**config.mk**
```make
export PLATFORM = sky130hd
export DESIGN_NAME = rotated_2x2_pattern_counter_core
export DESIGN_NICKNAME = d
export VERILOG_FILES = /design/src/hdl/rpc_pkg.sv /design/src/hdl/rotated_2x2_pattern_counter_core.sv /design/src/hdl/rpc_ram.sv /design/src/hdl/rpc_addr.sv /design/src/hdl/rpc_match.sv
export SDC_FILE = /design/constraint.sdc
export NUM_CORES = 1
export LEC_CHECK = 0
export BUFFER_PORTS_ARGS = -buffer_cell sky130_fd_sc_hd__buf_2
export CORE_MARGIN = 5
export CORE_UTILIZATION = 45
export CTS_CLUSTER_DIAMETER = 60
export CTS_CLUSTER_SIZE = 14
export DETAILED_ROUTE_END_ITERATION = 8
export MAX_ROUTING_LAYER = met4
export SLEW_MARGIN = 20
export SYNTH_ARGS = -nofsm -noshare
export SYNTH_HDL_FRONTEND = slang
export SYNTH_HIERARCHICAL = 1
export SYNTH_SLANG_ARGS = --single-unit
```
**constraint.sdc**
```tcl
create_clock -name aclk -period 2.96 [get_ports aclk]
set_clock_uncertainty 0.15 [all_clocks]
set_input_delay 0.444 -clock aclk [delete_from_list [all_inputs] [get_ports aclk]]
set_output_delay 0.444 -clock aclk [all_outputs]
set_load 0.05 [all_outputs]
```
**src/hdl/rpc_pkg.sv**
```systemverilog
`timescale 1ns / 1ps
// rpc_pkg: shared constants and types of the rotated 2x2 pattern counter
// no dependencies

package rpc_pkg;

    localparam int MAX_SIZE = 64;
    localparam int COL_W    = $clog2(MAX_SIZE);
    localparam int SIZE_W   = COL_W + 1;
    localparam int GRID_W   = 7;
    localparam int PIX_W    = 8;
    localparam int CNT_W    = 12;
    localparam int CFG_IDX_W = 3;
    localparam int CFG_DATA_W = 8;

    typedef enum logic [CFG_IDX_W-1:0] {
        CFG_GRID_SIZE    = 3'd0,
        CFG_PAT_TOP_L    = 3'd1,
        CFG_PAT_TOP_R    = 3'd2,
        CFG_PAT_BOTTOM_L = 3'd3,
        CFG_PAT_BOTTOM_R = 3'd4
    } cfg_index_t;

    typedef struct packed {
        logic [PIX_W-1:0] tl;
        logic [PIX_W-1:0] tr;
        logic [PIX_W-1:0] bl;
        logic [PIX_W-1:0] br;
    } pattern_t;

    typedef struct packed {
        logic win;
        logic last;
    } pos_tag_t;

endpackage

```
**src/hdl/rotated_2x2_pattern_counter_core.sv**
```systemverilog
`timescale 1ns / 1ps
// rotated_2x2_pattern_counter_core: top level, configuration registers and row store
// depends on rpc_pkg, rpc_ram, rpc_addr, rpc_match

// Takes one pixel word per clock. Each accepted pixel reads and writes its column of
// a 64 x 8 row store ram at the same edge; the window compare and count update use
// the compare stage register, so the sustained rate is one pixel per cycle while not
// stalled. The four counts go on the result channel as the last pixel of a grid
// leaves the compare stage; a pending result word stalls the input only when the next
// grid's last pixel reaches the compare stage. No clearing pass is needed after reset.
// Configuration writes are taken every cycle and must only be made while idle.

module rotated_2x2_pattern_counter_core (
    input  logic                          aclk,
    input  logic                          aresetn,
    input  logic                          cfg_valid,
    output logic                          cfg_ready,
    input  logic [rpc_pkg::CFG_IDX_W-1:0] cfg_index,
    input  logic [rpc_pkg::CFG_DATA_W-1:0] cfg_data,
    input  logic                          s_valid,
    output logic                          s_ready,
    input  logic [rpc_pkg::PIX_W-1:0]     s_pixel,
    output logic                          m_valid,
    input  logic                          m_ready,
    output logic [rpc_pkg::CNT_W-1:0]     m_count_rot0,
    output logic [rpc_pkg::CNT_W-1:0]     m_count_rot90,
    output logic [rpc_pkg::CNT_W-1:0]     m_count_rot180,
    output logic [rpc_pkg::CNT_W-1:0]     m_count_rot270
);

    logic [rpc_pkg::GRID_W-1:0] grid_size_reg;
    rpc_pkg::pattern_t          pattern_reg;
    logic                       accept;
    logic                       take_ok;
    logic [rpc_pkg::COL_W-1:0]  col;
    rpc_pkg::pos_tag_t          tag;
    logic [rpc_pkg::PIX_W-1:0]  above;

    assign cfg_ready = 1'b1;
    assign s_ready   = take_ok;
    assign accept    = s_valid && take_ok;

    always_ff @(posedge aclk) begin
        if (!aresetn) begin
            grid_size_reg <= rpc_pkg::GRID_W'(2);
            pattern_reg   <= '0;
        end else if (cfg_valid) begin
            unique case (cfg_index)
                rpc_pkg::CFG_GRID_SIZE:    grid_size_reg  <= cfg_data[rpc_pkg::GRID_W-1:0];
                rpc_pkg::CFG_PAT_TOP_L:    pattern_reg.tl <= cfg_data;
                rpc_pkg::CFG_PAT_TOP_R:    pattern_reg.tr <= cfg_data;
                rpc_pkg::CFG_PAT_BOTTOM_L: pattern_reg.bl <= cfg_data;
                rpc_pkg::CFG_PAT_BOTTOM_R: pattern_reg.br <= cfg_data;
                default: begin
                end
            endcase
        end
    end

    rpc_addr u_addr (
        .aclk      (aclk),
        .aresetn   (aresetn),
        .accept    (accept),
        .grid_size (grid_size_reg),
        .col       (col),
        .tag       (tag)
    );

    rpc_ram #(
        .WIDTH (rpc_pkg::PIX_W),
        .DEPTH (rpc_pkg::MAX_SIZE)
    ) u_row_store (
        .aclk    (aclk),
        .wr_en   (accept),
        .wr_addr (col),
        .wr_data (s_pixel),
        .rd_en   (accept),
        .rd_addr (col),
        .rd_data (above)
    );

    rpc_match u_match (
        .aclk           (aclk),
        .aresetn        (aresetn),
        .accept         (accept),
        .pixel          (s_pixel),
        .tag            (tag),
        .above          (above),
        .pattern        (pattern_reg),
        .take_ok        (take_ok),
        .m_valid        (m_valid),
        .m_ready        (m_ready),
        .m_count_rot0   (m_count_rot0),
        .m_count_rot90  (m_count_rot90),
        .m_count_rot180 (m_count_rot180),
        .m_count_rot270 (m_count_rot270)
    );

endmodule

```
**src/hdl/rpc_ram.sv**
```systemverilog
`timescale 1ns / 1ps
// rpc_ram: generic single-port-write, single-port-read ram with registered read
// read returns the old word when read and write hit the same entry

module rpc_ram #(
    parameter int WIDTH = 8,
    parameter int DEPTH = 64,
    localparam int AW = $clog2(DEPTH)
) (
    input  logic             aclk,
    input  logic             wr_en,
    input  logic [AW-1:0]    wr_addr,
    input  logic [WIDTH-1:0] wr_data,
    input  logic             rd_en,
    input  logic [AW-1:0]    rd_addr,
    output logic [WIDTH-1:0] rd_data
);

    logic [WIDTH-1:0] mem_reg [DEPTH];
    logic [WIDTH-1:0] rd_data_reg;

    always_ff @(posedge aclk) begin
        if (rd_en) begin
            rd_data_reg <= mem_reg[rd_addr];
        end
        if (wr_en) begin
            mem_reg[wr_addr] <= wr_data;
        end
    end

    assign rd_data = rd_data_reg;

endmodule

```
**src/hdl/rpc_addr.sv**
```systemverilog
`timescale 1ns / 1ps
// rpc_addr: row and column position counters, row store address and window tags
// depends on rpc_pkg

module rpc_addr (
    input  logic                       aclk,
    input  logic                       aresetn,
    input  logic                       accept,
    input  logic [rpc_pkg::GRID_W-1:0] grid_size,
    output logic [rpc_pkg::COL_W-1:0]  col,
    output rpc_pkg::pos_tag_t          tag
);

    logic [rpc_pkg::COL_W-1:0]  col_reg, col_next;
    logic [rpc_pkg::COL_W-1:0]  row_reg, row_next;
    logic [rpc_pkg::SIZE_W-1:0] size;
    logic [rpc_pkg::SIZE_W-1:0] col_inc;
    logic [rpc_pkg::SIZE_W-1:0] row_inc;
    logic                       col_wrap;
    logic                       last;

    always_comb begin
        if (grid_size == '0) begin
            size = rpc_pkg::SIZE_W'(1);
        end else if (32'(grid_size) > rpc_pkg::MAX_SIZE) begin
            size = rpc_pkg::SIZE_W'(rpc_pkg::MAX_SIZE);
        end else begin
            size = rpc_pkg::SIZE_W'(grid_size);
        end
    end

    assign col_inc  = {1'b0, col_reg} + rpc_pkg::SIZE_W'(1);
    assign row_inc  = {1'b0, row_reg} + rpc_pkg::SIZE_W'(1);
    assign col_wrap = (col_inc >= size);
    assign last     = col_wrap && (row_inc >= size);

    assign tag = '{win: (row_reg != '0) && (col_reg != '0), last: last};
    assign col = col_reg;

    always_comb begin
        col_next = col_reg;
        row_next = row_reg;
        if (accept) begin
            if (!col_wrap) begin
                col_next = col_inc[rpc_pkg::COL_W-1:0];
            end else begin
                col_next = '0;
                row_next = last ? '0 : row_inc[rpc_pkg::COL_W-1:0];
            end
        end
    end

    always_ff @(posedge aclk) begin
        if (!aresetn) begin
            col_reg <= '0;
            row_reg <= '0;
        end else begin
            col_reg <= col_next;
            row_reg <= row_next;
        end
    end

endmodule

```
**src/hdl/rpc_match.sv**
```systemverilog
`timescale 1ns / 1ps
// rpc_match: window compare against four pattern rotations, match counters, result word
// depends on rpc_pkg

module rpc_match (
    input  logic                      aclk,
    input  logic                      aresetn,
    input  logic                      accept,
    input  logic [rpc_pkg::PIX_W-1:0] pixel,
    input  rpc_pkg::pos_tag_t         tag,
    input  logic [rpc_pkg::PIX_W-1:0] above,
    input  rpc_pkg::pattern_t         pattern,
    output logic                      take_ok,
    output logic                      m_valid,
    input  logic                      m_ready,
    output logic [rpc_pkg::CNT_W-1:0] m_count_rot0,
    output logic [rpc_pkg::CNT_W-1:0] m_count_rot90,
    output logic [rpc_pkg::CNT_W-1:0] m_count_rot180,
    output logic [rpc_pkg::CNT_W-1:0] m_count_rot270
);

    logic                      s1_valid_reg, s1_valid_next;
    logic [rpc_pkg::PIX_W-1:0] s1_px_reg;
    rpc_pkg::pos_tag_t         s1_tag_reg;
    logic [rpc_pkg::PIX_W-1:0] left_reg;
    logic [rpc_pkg::PIX_W-1:0] ul_reg;
    logic [rpc_pkg::CNT_W-1:0] cnt_reg [4];
    logic [rpc_pkg::CNT_W-1:0] cnt_next [4];
    logic [rpc_pkg::CNT_W-1:0] cnt_upd [4];
    logic [rpc_pkg::CNT_W-1:0] out_reg [4];
    logic                      m_valid_reg, m_valid_next;
    rpc_pkg::pattern_t         rot [4];
    rpc_pkg::pattern_t         window;
    logic                      advance;

    // clockwise turns of the pattern
    always_comb begin
        rot[0] = pattern;
        rot[1] = '{tl: pattern.bl, tr: pattern.tl, bl: pattern.br, br: pattern.tr};
        rot[2] = '{tl: pattern.br, tr: pattern.bl, bl: pattern.tr, br: pattern.tl};
        rot[3] = '{tl: pattern.tr, tr: pattern.br, bl: pattern.tl, br: pattern.bl};
    end

    assign window  = '{tl: ul_reg, tr: above, bl: left_reg, br: s1_px_reg};
    assign advance = s1_valid_reg && (!s1_tag_reg.last || !m_valid_reg || m_ready);
    assign take_ok = !s1_valid_reg || advance;

    always_comb begin
        for (int k = 0; k < 4; k++) begin
            cnt_upd[k] = cnt_reg[k];
            if (s1_tag_reg.win && (window == rot[k]) && (cnt_reg[k] != '1)) begin
                cnt_upd[k] = cnt_reg[k] + rpc_pkg::CNT_W'(1);
            end
            cnt_next[k] = cnt_reg[k];
            if (advance) begin
                cnt_next[k] = s1_tag_reg.last ? '0 : cnt_upd[k];
            end
        end
    end

    always_comb begin
        s1_valid_next = s1_valid_reg;
        if (accept) begin
            s1_valid_next = 1'b1;
        end else if (advance) begin
            s1_valid_next = 1'b0;
        end
        m_valid_next = m_valid_reg;
        if (advance && s1_tag_reg.last) begin
            m_valid_next = 1'b1;
        end else if (m_ready) begin
            m_valid_next = 1'b0;
        end
    end

    always_ff @(posedge aclk) begin
        if (!aresetn) begin
            s1_valid_reg <= 1'b0;
            m_valid_reg  <= 1'b0;
            left_reg     <= '0;
            ul_reg       <= '0;
            for (int k = 0; k < 4; k++) begin
                cnt_reg[k] <= '0;
            end
        end else begin
            s1_valid_reg <= s1_valid_next;
            m_valid_reg  <= m_valid_next;
            if (advance) begin
                left_reg <= s1_px_reg;
                ul_reg   <= above;
            end
            for (int k = 0; k < 4; k++) begin
                cnt_reg[k] <= cnt_next[k];
            end
        end
    end

    always_ff @(posedge aclk) begin
        if (accept) begin
            s1_px_reg  <= pixel;
            s1_tag_reg <= tag;
        end
        if (advance && s1_tag_reg.last) begin
            for (int k = 0; k < 4; k++) begin
                out_reg[k] <= cnt_upd[k];
            end
        end
    end

    assign m_valid        = m_valid_reg;
    assign m_count_rot0   = out_reg[0];
    assign m_count_rot90  = out_reg[1];
    assign m_count_rot180 = out_reg[2];
    assign m_count_rot270 = out_reg[3];

    a_no_overrun: assert property (@(posedge aclk) disable iff (!aresetn)
        accept |-> (!s1_valid_reg || advance))
        else $error("pixel taken while stage one is stalled");

    a_last_holds: assert property (@(posedge aclk) disable iff (!aresetn)
        (s1_valid_reg && s1_tag_reg.last && m_valid_reg && !m_ready) |=> s1_valid_reg)
        else $error("last pixel dropped while result word pending");

    a_clear_after_last: assert property (@(posedge aclk) disable iff (!aresetn)
        (advance && s1_tag_reg.last) |=> (cnt_reg[0] == '0 && cnt_reg[1] == '0
            && cnt_reg[2] == '0 && cnt_reg[3] == '0))
        else $error("counts not cleared after result word");

    a_result_source: assert property (@(posedge aclk) disable iff (!aresetn)
        $rose(m_valid_reg) |-> $past(s1_valid_reg && s1_tag_reg.last))
        else $error("result word without last pixel");

endmodule
```
==> results by group, run 1 <==
Placed design
  • GPL Wtd Cong: about 0.95
  • Dpl cell area: around 33000 um2
  • Port Buffers: 73
  • Place WS: 0.00352 ns
  • DP Wirelength: ~51000 um
  • Placed cell count: 3039

Yosys
  • Number of synthesized flops with an enable pin: between 500 and 600
  • Netlist cell types: 85
  • Ys Warns: 6
  • Syn Nets: 2046
  • Sequential share of the synthesized area: 0.655
  • Post-synth top flop: edfxtp_1
  • Mapped Area: between 30000 and 40000 um2
  • Mapped Cells: roughly 2000
  • Number of synthesized register bits: a little under 700
  • Syn Area/Cell: ~15 um2
  • Synth async-reset ratio: 0

Timing
  • Slew @ Worst Pin: between 0.8 and 0.9 ns
  • Slew Viols, Final: 0
  • Fin worst setup slack: approximately 0.12 ns
  • Max frequency: roughly 350 MHz
  • Period utilization: 0.961
  • Max_slew headroom: 0.400
  • Final setup viols: 0
  • Hold Slack: 0.0577 ns
  • Fin. Hold Viols: 0
  • Tmin final: between 2 and 3 ns

Setup path
  • Setup CP Type: flop to flop
  • CP Max Fanout: 4
  • Worst Path Arrival: 3.20 ns
  • Crit path capture type: flop
  • CP Launch Type: flop
  • Req. time, crit path: approximately 3.3 ns

Routing
  • Routed Antenna Nets: 0
  • Pre-antenna DRT Iters: 5
  • Vias/cell: ~5.7
  • Wire per inst: about 24 um
  • Detailed-route wire length: between 70000 and 80000 um
  • DRC viols: 0
  • Vias after detailed routing: about 18000
  • Starting DRT DRC Count: approximately 1500

Cells and area
  • Final Non-Filler Cells: between 3000 and 4000
  • Area growth, synth to finish: 15.0%
  • Max reg flops: 512
  • Nets: 2286
  • FILL cells: around 5400
  • Design Area, Final: around 35000 um2
  • Layout cells sized above 1: 0.253

Run status
  • Status: completed

Clock network
  • Clock Path Buffers: 3
  • Worst skew pair latency: about 0.66 ns
  • CTS Buf Count: 60
  • CTS tree: yes
  • CTS Root Cell: clkbuf_16
  • # clock sinks: approximately 700
  • Clock transition at path regs: approximately 0.070 ns
  • H-tree Lvls: 2

Global routing
  • Largest net degree at the start of global routing: 66
  • Vias in the first global route: roughly 18000
  • Grt total ovfl: 0
  • Global-route wire length before repair: ~110000 um
  • Initial antenna violation count: 1
  • Total GRT Usage: 0.211

Pwr
  • Leak Pwr: approximately 12 nW
  • Sw power: approximately 4.6 mW
  • Internal: roughly 15 mW
  • Sw frac: 0.232
  • Power share of the sequential group: 0.540
  • Gate power share: 0.094
  • Maximum vdd drop: 0.691 mV
  • Clock power share: 0.366
  • Pwr Density: slightly below 600 nW/um2

Min path
  • Tightest Hold Check Type: input port to flop

Flow run
  • Max Cap Viol: 0

Floorplanning
  • Width of the chip: about 270 um
  • Die height: 268 um
  • Die area: between 70000 and 80000 um2
  • Starting Density: 0.456
  • Core area: between 60000 and 70000 um2
  • Row cnt: 94
  • I/O Pins: 75
cell type report:
type | instances | area (um2) | share of cell area
antenna | 1 | 2.50 | 0.0000724
clock buffer | 71 | 1550 | 0.0449
clock inverter | 15 | 178 | 0.00514
inverter | 23 | 90.1 | 0.00261
multi-input combinational | 1159 | 9740 | 0.282
sequential | 695 | 19700 | 0.570
tap | 864 | 1080 | 0.0313
timing repair buffer | 303 | 2210 | 0.0639
worst paths after layout:
check / start / depth (start not counted) / end / slack (ns)
min: m_ready / 3 / u_match/m_valid$_SDFFE_PN0P_ / 0.06
max: u_match/s1_px_reg[6]$_DFFE_PP_ / 8 / u_match/cnt_reg[0][3]$_SDFFE_PN0P_ / 0.12
min reg2reg: grid_size_reg[0]$_SDFFE_PN0P_ / 2 / grid_size_reg[0]$_SDFFE_PN0P_ / 0.33
max reg2reg: u_match/s1_px_reg[6]$_DFFE_PP_ / 8 / u_match/cnt_reg[0][3]$_SDFFE_PN0P_ / 0.12
metrics by stage:
step	power, mW	util	TNS [ns]
after floorplan	12.1	-	0
after global placement	12.8	0.496	0
after global routing	20.6	0.524	-0.0102
after detailed placement	12.8	0.496	0
after CTS	20.1	0.522	0
final	19.9	0.524	0
placed cells by master (no fill, tap or decap), types with 19 or more instances in the layout:
cell,instances
mux2i_1,65
nor2_1,129
a21oi_1,44
buf_4,219
mux4_2,126
nand4_1,24
nand2_1,168
xor2_1,108
nand3_1,57
edfxtp_1,578
dfxtp_1,109
and3_1,19
inv_1,21
buf_2,73
nor4_1,28
nand2b_1,22
clkbuf_16,60
nor2b_1,20
o21ai_1,19
xnor2_1,54
nor3_1,21
layer usage:
metal	global-route usage	share of wire
met1	0.283	0.43
met3	0.0317	0.052
met5	-	0
met4	0.0570	0.027
met2	0.343	0.50
critical path: stages, from the launching register on:
cell	delay, ns
edfxtp_1	0.49
buf_4	0.21
xor2_1	0.15
nor4_1	0.38
nand4_1	0.30
or3_1	0.46
buf_4	0.17
o311ai_1	0.28
o31ai_1	0.12
power by group through the flow:
| stage | Combinational (mW) | Sequential, mW | Clock, mW |
|---|---|---|---|
| after floorplan | 1.17 | 11.0 | 0 |
| after global placement | 1.84 | 11.0 | 0 |
| after detailed placement | 1.85 | 11.0 | 0 |
| after CTS | 1.86 | 10.8 | 7.48 |
| after global routing | 2.00 | 10.8 | 7.86 |
| final | 1.87 | 10.8 | 7.29 |
cell families after synthesis:
family / Yosys count / synth area share
simple gates: 558 / 0.0926
mux: 212 / 0.124
xor+xnor: 167 / 0.0489
compound gates: 201 / 0.0468
buf+inv: 148 / 0.0241
fa+ha+maj: 20 / 0.00832
other cells: 1 / 0.000125
flops: 695 / 0.655
Yosys cell counts, types with 9 or more instances:
cell | instances | area share
nand4_1 | 24 | 0.0050
mux2_2 | 18 | 0.0067
nand3_1 | 57 | 0.0095
dfxtp_1 | 117 | 0.078
nand2b_1 | 22 | 0.0046
nor3_1 | 21 | 0.0035
a21oi_1 | 44 | 0.0073
o21ai_1 | 18 | 0.0030
o22ai_1 | 13 | 0.0027
nor4_1 | 31 | 0.0065
xor2_1 | 108 | 0.031
xnor2_1 | 58 | 0.017
mux4_2 | 126 | 0.094
o21ai_0 | 11 | 0.0018
nor2_1 | 132 | 0.016
a31oi_1 | 16 | 0.0033
or3_1 | 10 | 0.0021
mux2i_1 | 65 | 0.022
buf_4 | 16 | 0.0040
clkbuf_1 | 65 | 0.0081
o211ai_1 | 9 | 0.0022
inv_1 | 22 | 0.0027
nand2_1 | 170 | 0.021
ha_1 | 20 | 0.0083
and3_1 | 19 | 0.0040
nor2b_1 | 21 | 0.0044
o31ai_1 | 10 | 0.0025
buf_2 | 30 | 0.0050
edfxtp_1 | 578 | 0.58
timing repair:
item | CTS | global route
hold buffers | 2 | 0
setup endpoints to repair | 0 | 22
hold endpoints to repair | 2 | 0
gates resized for setup | 0 | 21
setup buffers | 0 | 3
No activity file was read; power rests on OpenSTA's default activity.
==> run 2: changes to the inputs <==
--- a/config.mk
+++ b/config.mk
@@ -8,6 +8,7 @@
 export BUFFER_PORTS_ARGS = -buffer_cell sky130_fd_sc_hd__buf_2
 export CORE_MARGIN = 5
 export CORE_UTILIZATION = 45
+export CTS_BUF_LIST = sky130_fd_sc_hd__clkbuf_8
 export CTS_CLUSTER_DIAMETER = 60
 export CTS_CLUSTER_SIZE = 14
 export DETAILED_ROUTE_END_ITERATION = 8
==> results by group, run 2 (synthesis gave the netlist of run 1 again) <==
Run status
  • Status: completed

Placed design
  • DP Wirelength: between 50000 and 60000 um
  • Port Buffers: 73
  • GPL Wtd Cong: around 0.95

Routing
  • Routed Antenna Nets: 0
  • Starting DRT DRC Count: between 1500 and 2000
  • DRC viols: 0
  • Wire per inst: around 24 um
  • Vias/cell: between 5 and 6
  • Pre-antenna DRT Iters: 6
  • Vias after detailed routing: ~18000
  • Detailed-route wire length: 74400 um

Global routing
  • Gr busiest metal: met2
  • Initial antenna violation count: 2
  • Vias in the first global route: roughly 18000
  • Global-route wire length before repair: approximately 110000 um
  • Grt total ovfl: 0
  • Total GRT Usage: 0.210
  • Met2 Use GR: 0.341
  • Met1 Use GR: 0.283
  • Grt met3 use: 0.0295
  • Largest net degree at the start of global routing: between 60 and 70

Floorplanning
  • Row cnt: 94
  • Width of the chip: about 270 um
  • Die area: between 70000 and 80000 um2
  • Die height: between 200 and 300 um
  • Starting Density: 0.456
  • I/O Pins: 75
  • Core area: 66000 um2

Clock network
  • CTS Buf Count: 60
  • Clock Path Buffers: 3
  • H-tree Lvls: 2
  • CTS tree: yes
  • # clock sinks: 695
  • Clock transition at path regs: about 0.10 ns
  • Worst skew pair latency: 0.74 ns
  • CTS Root Cell: clkbuf_8

Pwr
  • Power share of the sequential group: 0.602
  • Sw power: around 4.3 mW
  • Internal: 13.5 mW
  • Clock power share: 0.292
  • Power Total: between 15 and 20 mW
  • Pwr Density: ~530 nW/um2
  • Maximum vdd drop: approximately 0.39 mV
  • Leak Pwr: around 12 nW
  • Gate power share: 0.106
  • Sw frac: 0.243

Min path
  • Hold Path Stages: 3
  • Tightest Hold Check Type: input port to flop

Setup path
  • Crit-path cells: buf_4 > xor2_1 > nor4_1 > nand4_1 > or3_1 > buf_4 > o311ai_1 > o31ai_1
  • CP dominant cell by count: buf_4
  • CP Launch Type: flop
  • Worst path bufs/invs: 2
  • Setup CP Type: flop to flop
  • Worst Reg2Reg Path Length in Cells: 8
  • Worst Path Arrival: roughly 3.3 ns
  • Req. time, crit path: between 3 and 4 ns
  • Crit-path slowest cell: edfxtp_1
  • CP Max Fanout: 4
  • Worst path depth: 8
  • Critical path's top delay family: simple AND/OR/NAND/NOR gates
  • Crit-path max cell delay: about 0.5 ns
  • Crit path capture type: flop

Timing
  • Slew @ Worst Pin: roughly 0.9 ns
  • Tmin final: between 2 and 3 ns
  • Period utilization: 0.975
  • Max_slew headroom: 0.378
  • RSZ-0062 raised after global routing: no
  • Setup Total Neg Slack: 0 ns
  • Max frequency: between 300 and 400 MHz
  • Fin. Hold Viols: 0
  • Final setup viols: 0
  • Slew Viols, Final: 0

Cells and area
  • Max reg flops: 512
  • Commonest non-fill, non-tap cells in the layout: edfxtp_1, buf_4, nand2_1
  • Commonest non-fill, non-tap cell in the layout: edfxtp_1
  • Area growth, synth to finish: 12.8%
  • Layout cells sized above 1: 0.253
  • Nets: 2291
  • FILL cells: 5523

Flow run
  • Max Cap Viol: 0
-- run 2: cell types whose count changed in the layout (fill, tap and decap cells not counted), sizes merged --
cell / before / now
clkbuf: 71 / 61
dlygate4sd3: 2 / 5
inv: 26 / 37
buf: 301 / 303
diode: 1 / 3
clkinvlp: 3 / 4
clkinv: 8 / 6
-- run 2: through the flow --
stage	instance area [um2]	instances	worst slack (ns)	hold slack, ns	utilization
2_1_floorplan	30100	2002	0.124	0.287	-
4_1_cts	33800	3130	0.0169	0.00159	0.512
5_1_grt	33900	3136	0.0000722	0.0568	0.514
6_report	33900	3138	0.0742	0.0191	0.514
3_3_place_gp	32700	3039	0.00565	0.317	0.496
3_5_place_dp	32700	3039	0.00352	0.325	0.496
-- run 2: worst paths after layout --
check / startpoint / end / slack [ns]
min: cfg_data[3] / grid_size_reg[3]$_SDFFE_PN0P_ / 0.02
max: u_match/s1_px_reg[6]$_DFFE_PP_ / u_match/cnt_reg[0][3]$_SDFFE_PN0P_ / 0.07
min reg2reg: grid_size_reg[0]$_SDFFE_PN0P_ / grid_size_reg[0]$_SDFFE_PN0P_ / 0.33
max reg2reg: u_match/s1_px_reg[6]$_DFFE_PP_ / u_match/cnt_reg[0][3]$_SDFFE_PN0P_ / 0.07
-- run 2: routing by layer --
layer  up-vias  share of wire  wire length, um
met5         -              0                0
met4         0          0.026             1920
met3       114          0.049             3610
met2       465           0.50            36900
met1      9062           0.43            32000
li1       8130              -                -
-- run 2: power groups by stage --
stage / sequential, mW / clock (mW) / combinational, mW
after floorplan: 11.0 / 0 / 1.17
after global placement: 11.0 / 0 / 1.84
after detailed placement: 11.0 / 0 / 1.85
after CTS: 10.8 / 5.41 / 1.86
after global routing: 10.8 / 5.78 / 2.02
final: 10.8 / 5.22 / 1.89
-- run 2: cell type report --
cell class                 instances  area, um2  share of cell area
inverter                          23       90.1             0.00266
timing repair buffer             308       2260              0.0667
multi-input combinational       1159       9740               0.287
clock buffer                      61        840              0.0247
tap                              864       1080              0.0319
sequential                       695      19700               0.581
clock inverter                    25        190             0.00561
antenna                            3       7.51            0.000221
-- run 2: worst min-delay path, cell delays in order --
cell     delay (ns)
buf_2          0.08
nand2_1        0.13
mux2i_1        0.14
-- run 2: repair_timing --
item / 4_1_cts / 5_1_grt
gates resized for setup: 0 / 20
buffers inserted: 0 / 5
hold buffers: 5 / 0
hold endpoints to repair: 32 / 0
endpoints found under the setup margin: 0 / 24
